## src/design/hss_pkg.sv

```systemverilog
package hss_pkg;

    // Item operation codes
    localparam logic [1:0] OP_EVENT  = 2'd0;
    localparam logic [1:0] OP_POLL   = 2'd1;
    localparam logic [1:0] OP_REINIT = 2'd2;
    localparam logic [1:0] OP_SPARE  = 2'd3;  // unused, behaves as a poll

    // Register indexes (byte address = 4 * index)
    localparam logic [2:0] REG_ACTIVE_LOW = 3'd0;
    localparam logic [2:0] REG_POLES      = 3'd1;
    localparam logic [2:0] REG_GEAR       = 3'd2;
    localparam logic [2:0] REG_WHEEL      = 3'd3;
    localparam logic [2:0] REG_TIMEOUT    = 3'd4;

    localparam int unsigned ADDR_W = 5;

    // Arithmetic constants
    localparam logic [63:0] NUM_RPM = 64'd10000000;  // 60 s * 1e6 us / 6 steps
    localparam logic [25:0] K_KMH   = 26'd39321600;  // 600 * 2^16
    localparam logic [26:0] K_MMS   = 27'd128000000;
    localparam logic [24:0] PI_Q23  = 25'd26353589;  // pi, unsigned Q.23
    localparam logic [23:0] SAT24   = 24'hFFFFFF;

    // Divider job select
    typedef enum logic [1:0] {
        SEL_RPM = 2'd0,
        SEL_KMH = 2'd1,
        SEL_MMS = 2'd2
    } div_sel_t;

    typedef struct packed {
        logic        active_low;
        logic [7:0]  motor_poles;
        logic [15:0] gear_q8;
        logic [11:0] wheel_mm;
        logic [31:0] timeout_us;
    } cfg_t;

    // Controller to datapath
    typedef struct packed {
        logic     accept;
        logic     mul1;
        logic     mul2;
        logic     div_load;
        logic     div_step;
        div_sel_t sel;
        logic     load_out;
    } cmd_t;

    // Datapath to controller
    typedef struct packed {
        logic div_last;
    } sts_t;

endpackage

```

## src/design/hss_ctrl.sv

```systemverilog
module hss_ctrl (
    input  logic          clk,
    input  logic          rst_n,
    input  logic          in_valid,
    output logic          in_ready,
    output logic          out_valid,
    input  logic          out_ready,
    input  hss_pkg::sts_t sts,
    output hss_pkg::cmd_t cmd
);
    import hss_pkg::*;

    typedef enum logic [5:0] {
        ST_IDLE = 6'b000001,
        ST_MUL1 = 6'b000010,
        ST_MUL2 = 6'b000100,
        ST_LOAD = 6'b001000,
        ST_DIV  = 6'b010000,
        ST_DONE = 6'b100000
    } state_t;

    state_t   state_reg, state_next;
    div_sel_t sel_reg, sel_next;
    logic     out_valid_reg, out_valid_next;
    logic     out_free;

    assign out_free  = ~out_valid_reg | out_ready;
    assign in_ready  = (state_reg == ST_IDLE);
    assign out_valid = out_valid_reg;

    // Next state and commands
    always_comb
    begin
        state_next   = state_reg;
        sel_next     = sel_reg;
        cmd          = '0;
        cmd.sel      = sel_reg;
        case (state_reg)
            ST_IDLE:
            begin
                if (in_valid)
                begin
                    cmd.accept = 1'b1;
                    state_next = ST_MUL1;
                end
            end
            ST_MUL1:
            begin
                cmd.mul1   = 1'b1;
                state_next = ST_MUL2;
            end
            ST_MUL2:
            begin
                cmd.mul2   = 1'b1;
                sel_next   = SEL_RPM;
                state_next = ST_LOAD;
            end
            ST_LOAD:
            begin
                cmd.div_load = 1'b1;
                state_next   = ST_DIV;
            end
            ST_DIV:
            begin
                cmd.div_step = 1'b1;
                if (sts.div_last)
                begin
                    case (sel_reg)
                        SEL_RPM:
                        begin
                            sel_next   = SEL_KMH;
                            state_next = ST_LOAD;
                        end
                        SEL_KMH:
                        begin
                            sel_next   = SEL_MMS;
                            state_next = ST_LOAD;
                        end
                        default: state_next = ST_DONE;
                    endcase
                end
            end
            ST_DONE:
            begin
                if (out_free)
                begin
                    cmd.load_out = 1'b1;
                    state_next   = ST_IDLE;
                end
            end
            default: state_next = ST_IDLE;
        endcase
    end

    // Output valid flag
    always_comb
    begin
        if (cmd.load_out)
            out_valid_next = 1'b1;
        else if (out_ready)
            out_valid_next = 1'b0;
        else
            out_valid_next = out_valid_reg;
    end

    always_ff @(posedge clk or negedge rst_n)
    begin
        if (!rst_n)
        begin
            state_reg     <= ST_IDLE;
            sel_reg       <= SEL_RPM;
            out_valid_reg <= 1'b0;
        end
        else
        begin
            state_reg     <= state_next;
            sel_reg       <= sel_next;
            out_valid_reg <= out_valid_next;
        end
    end

endmodule

```

## config.mk

```make
export PLATFORM = sky130hd
export DESIGN_NAME = hss_ctrl
export DESIGN_NICKNAME = d
export VERILOG_FILES = /design/src/design/hss_pkg.sv /design/src/design/hss_ctrl.sv
export SDC_FILE = /design/constraint.sdc
export NUM_CORES = 1
export LEC_CHECK = 0
export ABC_AREA = 1
export BUFFER_PORTS_ARGS = -buffer_cell sky130_fd_sc_hd__buf_2
export CAP_MARGIN = 40
export CORE_MARGIN = 4
export CORE_UTILIZATION = 39
export CTS_CLUSTER_DIAMETER = 60
export DETAILED_ROUTE_END_ITERATION = 16
export PLACE_DENSITY = 0.73
export SLEW_MARGIN = 20
export SYNTH_ARGS = -nofsm -noshare
export SYNTH_HDL_FRONTEND = slang
export SYNTH_SLANG_ARGS = --single-unit
```

## constraint.sdc

```tcl
create_clock -name clk -period 1.3 [get_ports clk]
set_clock_uncertainty 0.2 [all_clocks]
set_input_delay 0.065 -clock clk [delete_from_list [all_inputs] [get_ports clk]]
set_output_delay 0.065 -clock clk [all_outputs]
set_load 0.05 [all_outputs]
```

# After elaboration in Yosys (flattened, before gate mapping)
# Index checks and enable logic that the tools add are counted.
# classes
n_eq_ne,11
muxes,18
n_bitwise,2
n_reduce_logical,6
# ops
cell,count
case mux 6 bit (6 select lines),1
2-to-1 mux 6 bit,4
2-to-1 mux 1 bit,10
case mux 2 bit (2 select lines),2
== test 6 x 1 -> 1 bit (second input constant),1
== test 6 x 2 -> 1 bit (second input constant),1
== test 6 x 3 -> 1 bit (second input constant),1
== test 6 x 4 -> 1 bit (second input constant),1
== test 6 x 5 -> 1 bit (second input constant),1
== test 6 bit (second input constant),1
!= test 2 bit (second input constant),3
AND reduction 3 bit,2
nonzero test 2 bit,2
!= test 3 bit (second input constant),1
== test 2 x 1 -> 1 bit (second input constant),1
logical NOT 2 bit,1
2-to-1 mux 2 bit,1
OR reduction 2 bit,1
NOT 1 bit,1
bitwise OR 1 bit,1
# totals
register_bits,9
output_inout_bits,10
elab_cells,40

# Depth between registers and ports, before layout
# Gate-level depths: netlist of run 1.
# depth
ltp_word,5
ltp_mapped,7
ltp_nobuf,7

# Worst setup path before layout of run 1
# Ideal clock, no wire load.
# synth_path
kind,reg-to-output
startpoint,register state_reg[0]
endpoint,output port cmd[7] (netlist name)
arrival_ns,1.475
required_ns,1.035
setup_slack_ns,-0.440
stages_incl_launch_ff,5
cell_sequence,dfstp_2 inv_1 nor2_1 nand3_2 nor2_1
# synth_lines
item,line_no,text
"start, declared",hss_ctrl.sv:22,"state_t state_reg, state_next;"
"start signal, assigned",hss_ctrl.sv:116,state_reg <= state_next;
"end, declared",hss_ctrl.sv:9,output hss_pkg::cmd_t cmd

==> summary.txt, run 1 <==
Die Wd: 44.9 um
CTS tree: done
Slew margin rel.: 83.5%
DRC viols: 0
GPL Wtd Cong: 0.852
# port buffers: 14
Maximum clock path buffer count: 2
Failing checks: hold timing, setup timing
Largest register FFs: 6
Num rows: 13
Cell count of the worst reg-to-reg path: 9
Num ports: 15
# setup viols final: 14
CTS Sinks: 9
Netlist cell types: 16
Final HPWL DP: 941 um
Tot Pwr: 2.11 mW
Hold_ws: -0.120 ns
FF+latch area: 230 um2
Syn Area/Cell: 7.47 um2
Placed Cells: 108
Vias per cell: 4.89
Crit path launch: state_reg[0]$_DFFE_PN1P_
Total number of vias: 651
Area of the multi-input gates: 337 um2
Die area: 0.00201 mm2
Post-Layout Cell Count: 133
Most area-consuming cells after synthesis: dfrtp_1 (38%), inv_1 (12%), nand2_1 (9.2%)
Clock Latency Late Sink: 0.27 ns
Crit path max fanout: 3
Cells after Synth: 71
Area grow syn2layout: 108%
Initial antenna violation count: 0
Peak Freq: 609 MHz
Critical Path RT: 1.03 ns
Slew @ Worst Pin: 0.250 ns
Flops & latches, synth: 9
Crit start category: flop
Mapped Area: 531 um2
YS warnings: 0
Final period utilization: 126%
Post-CTS Hold Buffers: 4
CTS clk-pin slew, worst paths: 0.07 ns
Total GRT Usage: 20.9%
Setup WS post-layout: -0.342 ns
Fill count: 81
Nets: 124
Initial DRT Pass Iterations: 4
Hold Path Class: in2reg
Vias in the first global route: 659
Final Util: 85.8%
Run status: finished with violations
Peak supply drop: 0.00157 V
Pwr Density: 1920 mW/mm2
Antenna-violating nets left: 0
Num CTS Buffers: 3
Final wirelength: 1880 um
Largest net degree at the start of global routing: 10
Share of cells above drive strength 1: 63.6%
Dominant cell type by area after synthesis: dfrtp_1
Syn_nets: 76
H-tree depth: 1
Synth top area share: 37.7%
Die height: 44.9 um
Leakage: 0.563 nW
WS Path Type: reg2out
Starting Density: 41.3%
Root buffer cell: clkbuf_4
Hold path start: out_ready
RSZ-0062 raised after global routing: yes
Final Critical Period: 1.64 ns
R2r startpoint: state_reg[4]$_DFFE_PN0P_
Sequential share of the synthesized area: 42.7%
Core Region: 0.00128 mm2
First-pass GRT wire length: 2950 um
CP Capture Type: primary output
Max-cap violations: 0
WP data arrival: 1.38 ns
Final Slew Violations: 0
Antenna diode count: 0
Total gr overflow: 0
Depth of the worst hold-timing path: 3
Drt wl/cell: 14.2 um
Initial drt markers: 20
Final Hold Viols: 2
-- cells in the mapped netlist --
cell / count
inv_1: 17
nand2_1: 13
nor2_1: 11
dfrtp_1: 8
nand3_1: 5
nand3_2: 3
nand4_1: 3
nor2_2: 2
nor2_4: 2
a21oi_1: 1
buf_4: 1
clkinv_1: 1
dfstp_2: 1
nand4_2: 1
o22ai_1: 1
or2_2: 1
-- metal layers --
layer / vias up / global-route usage, % / routed length [um]
met5: - / 0 / 0
met4: 0 / 7.02 / 33
met3: 7 / 3.98 / 101
met2: 28 / 37.8 / 1020
met1: 304 / 24.6 / 724
li1: 312 / - / -
-- cell families (layout without fill, tap and decap cells) --
| kind of cell | after synthesis | count (layout) | synth area share, % |
|---|---|---|---|
| compound gates | 2 | 2 | 2.12 |
| buf+inv | 19 | 66 | 14.2 |
| flops | 9 | 9 | 42.7 |
| simple gates | 41 | 41 | 41.0 |
-- path summary, 6_finish.rpt --
kind | end | slack (ns)
worst max-delay path | cmd[7] | -0.34
worst min-delay path | out_valid$_DFFE_PN0P_ | -0.12
worst max register to register | state_reg[0]$_DFFE_PN1P_ | -0.33
worst min register to register | sel_reg[1]$_DFFE_PN0P_ | 0.31
max in group asynchronous | state_reg[0]$_DFFE_PN1P_ | 0.12
min in group asynchronous | state_reg[4]$_DFFE_PN0P_ | 0.52
-- layout by cell type, fill, tap and decap left out, types with 2 or more instances in the layout --
master         count
buf_6              7
buf_4             19
nand3_1            2
nor2_1             5
inv_1             12
clkbuf_4           3
dlygate4sd3_1      4
dfrtp_2            3
buf_2              7
nand2_2            3
inv_2              2
dfrtp_1            5
nor2_4             8
clkinvlp_4         3
nor2_2             2
nand4_1            3
buf_8              6
nand3_4            3
nand2_1           10
nand3_2            3
-- cell type report --
| cell class | instances | share of cell area, % |
|---|---|---|
| flip-flops and latches | 9 | 20.9 |
| repair buffers | 44 | 36.9 |
| multi-input cells | 43 | 30.5 |
| inverters | 18 | 7.60 |
| well taps | 15 | 1.70 |
| clock buffers | 4 | 2.38 |
-- what timing repair did --
action / in CTS / in global routing
resized for setup: 33 / 13
hold endpoints to repair: 14 / 2
setup buffers: 12 / 5
pin swaps: 7 / 8
cloned: 0 / 0
endpoints found under the setup margin: 14 / 15
-- worst max-delay path, cell delays in order (launching register included) --
cell     delay, ns
dfstp_2       0.57
inv_2         0.05
nor2_4        0.11
nand3_4       0.12
nor2_4        0.11
buf_8         0.15
-- where the power goes --
part | total [mW] | internal, mW | switching (mW)
combinational | 1.48 | 0.684 | 0.794
clock | 0.223 | 0.119 | 0.104
sequential | 0.411 | 0.348 | 0.0633
total | 2.11 | 1.15 | 0.961
-- through the flow --
stage               setup slack [ns]  area, um2  TNS (ns)
finish                        -0.342       1100     -3.71
global route                  -0.419       1100     -4.86
detailed placement            -0.205        736     -1.86
global placement              -0.165        736     -1.59
CTS                           -0.331       1010     -3.65
floorplan                     -0.104        578    -0.154
No activity file was read; power rests on OpenSTA's default activity.
==> run 2, diff against run 1 <==
--- a/config.mk
+++ b/config.mk
@@ -14,2 +14,3 @@
 export DETAILED_ROUTE_END_ITERATION = 16
+export HOLD_SLACK_MARGIN = 0.06
 export PLACE_DENSITY = 0.73
==> constraint.sdc (replaced) <==
create_clock -name clk -period 1.3 [get_ports clk]
set_clock_uncertainty 0.2 [all_clocks]
set_input_delay 0.13 -clock clk [delete_from_list [all_inputs] [get_ports clk]]
set_output_delay 0.13 -clock clk [all_outputs]
set_load 0.05 [all_outputs]
==> run 2 against run 1 <==
Die area is the same. Critical path depth grew 1. Sequential power grew 1%. Register-to-register slack lost 0.06 ns. The run still ends with hold timing, setup timing left. Setup slack lost 0.12 ns. Clock power grew 12%. Design area grew 9.8%.
==> summary.txt, run 2 (synthesis results as in run 1) <==
Num CTS Buffers: 3 (unchanged)
Buffers and inverters on the worst path: 4 (+2)
CP Capture Type: primary output
Final Critical Period: 1.76 ns (+0.123 ns)
Final Hold Viols: 1 (-1)
FF+latch area: 231 um2 (+0.54%)
Core Region: 0.00128 mm2 (unchanged)
Vias per cell: 5.54 (+13%)
Largest register FFs: 6 (unchanged)
Root buffer cell: clkbuf_4
Final Slew Violations: 0 (unchanged)
Switching Fraction: 46.9% (+1.3 points)
Share of cells above drive strength 1: 71.1% (+7.5 points)
Worst R2R Setup Slack: -0.39 ns (-0.06 ns)
Nets: 127 (+2.4%)
First-pass GRT wire length: 3420 um (+16%)
R2r startpoint: state_reg[2]$_DFFE_PN0P_
Leakage: 0.579 nW (+2.9%)
Total GRT Usage: 25.4% (+4.5 points)
Failing checks: hold timing, setup timing
Die area: 0.00201 mm2 (unchanged)
Max-cap violations: 0 (unchanged)
Fill count: 45 (-44%)
Starting Density: 41.3% (unchanged)
Largest net degree at the start of global routing: 10 (unchanged)
DRC viols: 0 (unchanged)
Final Util: 94.2% (+8.4 points)
Critical-path cell with the highest stage delay: dfrtp_1
Num ports: 15 (unchanged)
Hold path start: out_ready
Depth of the worst hold-timing path: 3 (unchanged)
Crit-path max cell delay: 0.41 ns (-0.16 ns)
Drt wl/cell: 19.7 um (+39%)
Area of the multi-input gates: 375 um2 (+12%)
Most frequent cells in the layout: buf_4 (15), buf_6 (14), inv_1 (10)
Initial DRT Pass Iterations: 4 (unchanged)
Crit path launch: state_reg[2]$_DFFE_PN0P_
Internal: 1.24 mW (+8.0%)
Slew @ Worst Pin: 0.294 ns (+0.0438 ns)
Die Wd: 44.9 um (unchanged)
Final HPWL DP: 909 um (-3.4%)
Total number of vias: 753 (+16%)
Peak Freq: 567 MHz (-6.9%)
Kind of cell adding the most delay to the critical path: buffers and inverters
Total gr overflow: 0 (unchanged)
# port buffers: 14 (unchanged)
CTS Sinks: 9 (unchanged)
Crit start category: flop
Combinational power share: 71.5% (+1.5 points)
Tot Pwr: 2.34 mW (+11%)
CTS clk-pin slew, worst paths: 0.08 ns (about the same)
Final period utilization: 136% (+9.4 points)
WS Path Type: reg2out
Clock power share: 10.7% (+0.2 points)
R2r endpoint: state_reg[0]$_DFFE_PN1P_
Crit path max fanout: 3 (unchanged)
Slew margin rel.: 80.4% (-3.1 points)
Setup TNS Final: -5.39 ns (-1.68 ns)
Run status: finished with violations
RSZ-0062 raised after global routing: yes
Initial antenna violation count: 0 (unchanged)
H-tree depth: 1 (unchanged)
Setup WS post-layout: -0.464 ns (-0.123 ns)
GPL Wtd Cong: 0.836 (-1.9%)
Hold_ws: -0.0159 ns (+0.104 ns)
CP cell instances: nor2_4 -> buf_12 -> buf_12 -> nand3_4 -> clkinv_4 -> buf_8
NetSw: 1.10 mW (+14%)
CTS tree: done
Antenna diode count: 0 (unchanged)
Critical Path RT: 0.97 ns (-0.06 ns)
Peak supply drop: 0.00184 V (+17%)
Commonest non-fill, non-tap cell in the layout: buf_4
Clock Latency Late Sink: 0.28 ns (about the same)
Area grow syn2layout: 128%
WP data arrival: 1.43 ns (+0.05 ns)
Pwr Density: 1930 mW/mm2 (+0.87%)
Maximum clock path buffer count: 2 (unchanged)
Vias in the first global route: 730 (+11%)
Post-CTS Hold Buffers: 4 (unchanged)
Flop pwr share: 17.8% (-1.7 points)
Hold Path Class: in2reg
Final wirelength: 2680 um (+42%)
# setup viols final: 16 (+2)
Worst Hold Endpoint: out_valid$_DFFE_PN0P_
Num rows: 13 (unchanged)
Cell count of the worst reg-to-reg path: 9 (unchanged)
Antenna-violating nets left: 0 (unchanged)
Cell mode on critical path: buf_12
Die height: 44.9 um (unchanged)
Initial drt markers: 24 (+20%)
## run 2: final cells by class
| class | count | share of cell area, % |
|---|---|---|
| multi-input cells | 43 | 31.0 |
| well taps | 15 | 1.55 |
| repair buffers | 47 | 38.9 |
| inverters | 18 | 7.24 |
| flip-flops and latches | 9 | 19.1 |
| clock buffers | 4 | 2.17 |
## run 2: worst max path at each step
stage | slack, ns | cells past startpoint | endpoint
4_1_cts | -0.38 | 5 | cmd[7]
5_1_grt | -0.51 | 6 | cmd[3]
3_3_place_gp | -0.23 | 5 | cmd[7]
2_1_floorplan | -0.17 | 4 | cmd[7]
3_5_place_dp | -0.26 | 5 | cmd[7]
6_report | -0.46 | 6 | cmd[3]
## run 2: power groups by stage
stage	registers [mW]	clock network, mW	logic, mW
6_report	0.417	0.250	1.67
4_1_cts	0.409	0.226	1.38
2_1_floorplan	0.416	0	0.601
5_1_grt	0.420	0.269	1.74
3_5_place_dp	0.413	0	0.904
3_3_place_gp	0.409	0	0.891
## run 2: through the flow
| stage | area, um2 | std cells | setup slack (ns) |
|---|---|---|---|
| 3_3_place_gp | 747 | 109 | -0.228 |
| 6_report | 1210 | 136 | -0.464 |
| 5_1_grt | 1210 | 136 | -0.508 |
| 3_5_place_dp | 747 | 109 | -0.265 |
| 4_1_cts | 1060 | 131 | -0.380 |
| 2_1_floorplan | 582 | 71 | -0.169 |
## run 2: worst reg2reg max path: stages (launching register included)
cell     delay, ns
dfrtp_1       0.41
nor2_4        0.20
buf_12        0.14
buf_12        0.10
buf_4         0.11
nand4_4       0.15
nand2_2       0.13
nor2_1        0.05
nand2_1       0.06
nand2_1       0.06
## run 2: routing by layer
layer	up-vias	routed length [um]	track usage (%)
met5	-	0	0
met4	0	181	19.3
met3	23	159	4.38
met2	48	1290	43.8
met1	366	1050	27.4
li1	316	-	-
## run 2: repair_timing
action	in CTS	in global routing
setup endpoints to repair	15	17
pin swaps	12	11
buffers inserted	14	6
gates resized for setup	40	27
endpoints found under the hold margin	14	2
==> run 3, diff against run 2 <==
- ABC_AREA: 1 -> default
==> run 3 against run 2 <==
The flow finishes with violations (setup timing). Sequential share of layout area increased by 2.7 points. Register-to-register slack got worse by 0.25 ns. Clock power decreased by 12%. Maximum frequency decreased by 12%. Synthesized cell count decreased by 23%. Routed wire length decreased by 36%. Setup slack got worse by 0.24 ns. Via count decreased by 19%. Combinational power decreased by 13%. Hold slack improved by 0.36 ns. Sequential cell count unchanged. Sequential power increased by 6.0%.
==> summary.txt, run 3 <==
Num CTS Buffers: 3 (unchanged)
CP Capture Type: primary output
Flops & latches, synth: 9 (unchanged)
WS Path Type: reg2out
Starting Density: 41.1% (-0.23 points)
Syn_nets: 60 (-21%)
CTS clk-pin slew, worst paths: 0.06 ns (-0.02 ns)
Post-synthesis mux area share: 0% (unchanged)
Count leader, synth: dfrtp_1
Critical-path cell with the highest stage delay: dfstp_2
Post-Layout Cell Count: 112 (-18%)
Post-synth EDFFs: 0 (unchanged)
Vias in the first global route: 565 (-23%)
Synth Area in Compound Gates: 20.8% (+19 points)
Failing checks: setup timing
Die area: 0.00203 mm2 (+0.58%)
Nets: 103 (-19%)
# setup viols final: 16 (unchanged)
Most frequent cells in the layout: buf_4 (18), buf_6 (10), dfrtp_1 (6)
Mapped Area: 534 um2 (+0.71%)
Final Critical Period: 2.00 ns (+0.239 ns)
Total gr overflow: 0 (unchanged)
Design Area, Final: 0.00105 mm2 (-13%)
CP cell instances: or4b_4 -> nor4_4 -> buf_6
Post-Synth XOR/XNOR Area: 1.64% (+1.6 points)
Initial DRT Pass Iterations: 4 (unchanged)
Num ports: 15 (unchanged)
YS warnings: 0 (unchanged)
Share of cells above drive strength 1: 64.9% (-6.1 points)
Final wirelength: 1700 um (-36%)
Peak Freq: 499 MHz (-12%)
Syn Area/Cell: 9.71 um2 (+30%)
CTS Sinks: 9 (unchanged)
Netlist cell types: 29 (+13)
Final Slew Violations: 0 (unchanged)
Slew @ Worst Pin: 0.319 ns (+0.0259 ns)
Drt wl/cell: 15.2 um (-23%)
Peak supply drop: 0.00150 V (-19%)
Initial drt markers: 8 (-67%)
Total GRT Usage: 17.8% (-7.7 points)
Initial antenna violation count: 0 (unchanged)
Vias per cell: 5.42 (-2.1%)
Dominant cell type by area after synthesis: dfrtp_1
Post-Synth Simple-Gate Area: 30.0% (-11 points)
Total number of vias: 607 (-19%)
Critical Path Sink: cmd[7]
Asr flop ratio synth: 100% (unchanged)
Run status: finished with violations
Most area-consuming cells after synthesis: dfrtp_1 (37%), o21ai_0 (6.6%), dfstp_2 (4.9%)
Sequential share of the synthesized area: 42.4% (-0.30 points)
Antenna diode count: 0 (unchanged)
Placed Cells: 93 (-15%)
Core Region: 0.00130 mm2 (+1.3%)
Antenna-violating nets left: 0 (unchanged)
Clock Latency Late Sink: 0.26 ns (-0.02 ns)
Area grow syn2layout: 96.0%
R2r endpoint: sel_reg[0]$_DFFE_PN0P_
Final period utilization: 154% (+18 points)
Setup WS post-layout: -0.703 ns (-0.239 ns)
Hold Path Class: reg2reg
Worst R2R Setup Slack: -0.64 ns (-0.25 ns)
Maximum clock path buffer count: 2 (unchanged)
First-pass GRT wire length: 2480 um (-28%)
GPL Wtd Cong: 0.705 (-16%)
DRC viols: 0 (unchanged)
Final Util: 80.5% (-14 points)
Cells after Synth: 55 (-23%)
Num rows: 13 (unchanged)
Main combinational cell family by area after synthesis: simple AND/OR/NAND/NOR gates
Root buffer cell: clkbuf_4
Max-cap violations: 0 (unchanged)
Crit-path max cell delay: 0.54 ns (+0.13 ns)
Die Wd: 45.0 um (+0.29%)
Commonest non-fill, non-tap cell in the layout: buf_4
RSZ-0062 raised after global routing: yes
Placed standard-cell area: 733 um2 (-1.8%)
# port buffers: 14 (unchanged)
Cell count of the worst reg-to-reg path: 6 (-3)
H-tree depth: 1 (unchanged)
Largest net degree at the start of global routing: 10 (unchanged)
Pwr Density: 2020 mW/mm2 (+4.8%)
Crit start category: flop
Die height: 45.0 um (+0.29%)
Crit path launch: state_reg[0]$_DFFE_PN1P_
Synth Flop Type: dfrtp_1
Final Hold Viols: 0 (-1)
Slew margin rel.: 78.5% (-1.9 points)
CTS tree: done
Final HPWL DP: 945 um (+3.9%)
Leakage: 0.458 nW (-21%)
Post-synthesis adder-cell area fraction: 0% (unchanged)
Crit path max fanout: 3 (unchanged)
Critical Path RT: 0.97 ns (about the same)
Top post-synthesis cells by count: dfrtp_1 (8), o21ai_0 (7), a21oi_1 (4), inv_1 (4), nand2_1 (3)
WP data arrival: 1.67 ns (+0.24 ns)
R2r startpoint: state_reg[1]$_DFFE_PN0P_
Synth top area share: 37.5% (-0.27 points)
Largest register FFs: 6 (unchanged)
==> run 3: repair_timing <==
item | in CTS | in global routing
resized for setup | 32 | 16
buffers inserted | 7 | 4
hold endpoints to repair | 17 | 0
hold buffers | 5 | 0
setup endpoints to repair | 18 | 18
pin swaps | 6 | 6
==> run 3: where the power goes <==
| part | total [mW] | leakage [nW] | switching (mW) | internal (mW) |
|---|---|---|---|---|
| Combinational | 1.46 | 0.326 | 0.743 | 0.716 |
| Clock | 0.219 | 0.0150 | 0.100 | 0.118 |
| Sequential | 0.442 | 0.117 | 0.0860 | 0.356 |
| Total | 2.12 | 0.458 | 0.929 | 1.19 |
==> run 3: how the worst min path moves through the flow <==
stage / cells after the start / from / slack, ns / to
after detailed placement: 1 / rst_n / -0.21 / state_reg[2]$_DFFE_PN0P_
after global routing: 1 / sel_reg[0]$_DFFE_PN0P_ / 0.36 / sel_reg[0]$_DFFE_PN0P_
after floorplan: 0 / rst_n / -0.37 / out_valid$_DFFE_PN0P_
final: 1 / sel_reg[0]$_DFFE_PN0P_ / 0.34 / sel_reg[0]$_DFFE_PN0P_
after global placement: 1 / rst_n / -0.20 / state_reg[2]$_DFFE_PN0P_
after CTS: 2 / out_valid$_DFFE_PN0P_ / 0.36 / out_valid$_DFFE_PN0P_
==> run 3: final cells by class <==
| type | instances | area [um2] |
|---|---|---|
| Multi-Input combinational cell | 40 | 392 |
| Clock buffer | 4 | 26.3 |
| Fill cell | 88 | 254 |
| Tap cell | 15 | 18.8 |
| Sequential cell | 9 | 229 |
| Timing Repair Buffer | 40 | 363 |
| Inverter | 4 | 18.8 |
==> run 3: logic make-up after synthesis <==
family / count (synthesis)
and+or+nand+nor: 22
AOI/OAI and AO/OA: 17
xor gates and xnor gates: 1
DFF: 9
buffers and inverters: 6
==> run 3: through the flow <==
stage	setup TNS, ns	power, mW	hold slack (ns)	worst slack, ns
2_1_floorplan	-5.56	1.08	-0.366	-0.735
3_3_place_gp	-5.50	1.35	-0.204	-0.494
3_5_place_dp	-5.52	1.36	-0.205	-0.507
4_1_cts	-7.04	1.92	0.356	-0.694
5_1_grt	-8.91	2.23	0.356	-0.760
6_report	-8.08	2.12	0.344	-0.703
==> run 3: per-layer routing <==
metal,vias to the layer above,GRT usage [%],share of wire (%)
met2,23,29.4,54
li1,285,-,-
met4,0,6.43,1.3
met1,297,19.8,38
met3,2,8.37,6.6
met5,-,0,0
==> run 3: critical path, delay by kind of cell (launching register included) <==
kind / cells / cell delay (ns)
buffers and inverters: 1 / 0.19
flip-flops: 1 / 0.54
AND/OR/NAND/NOR: 2 / 0.68
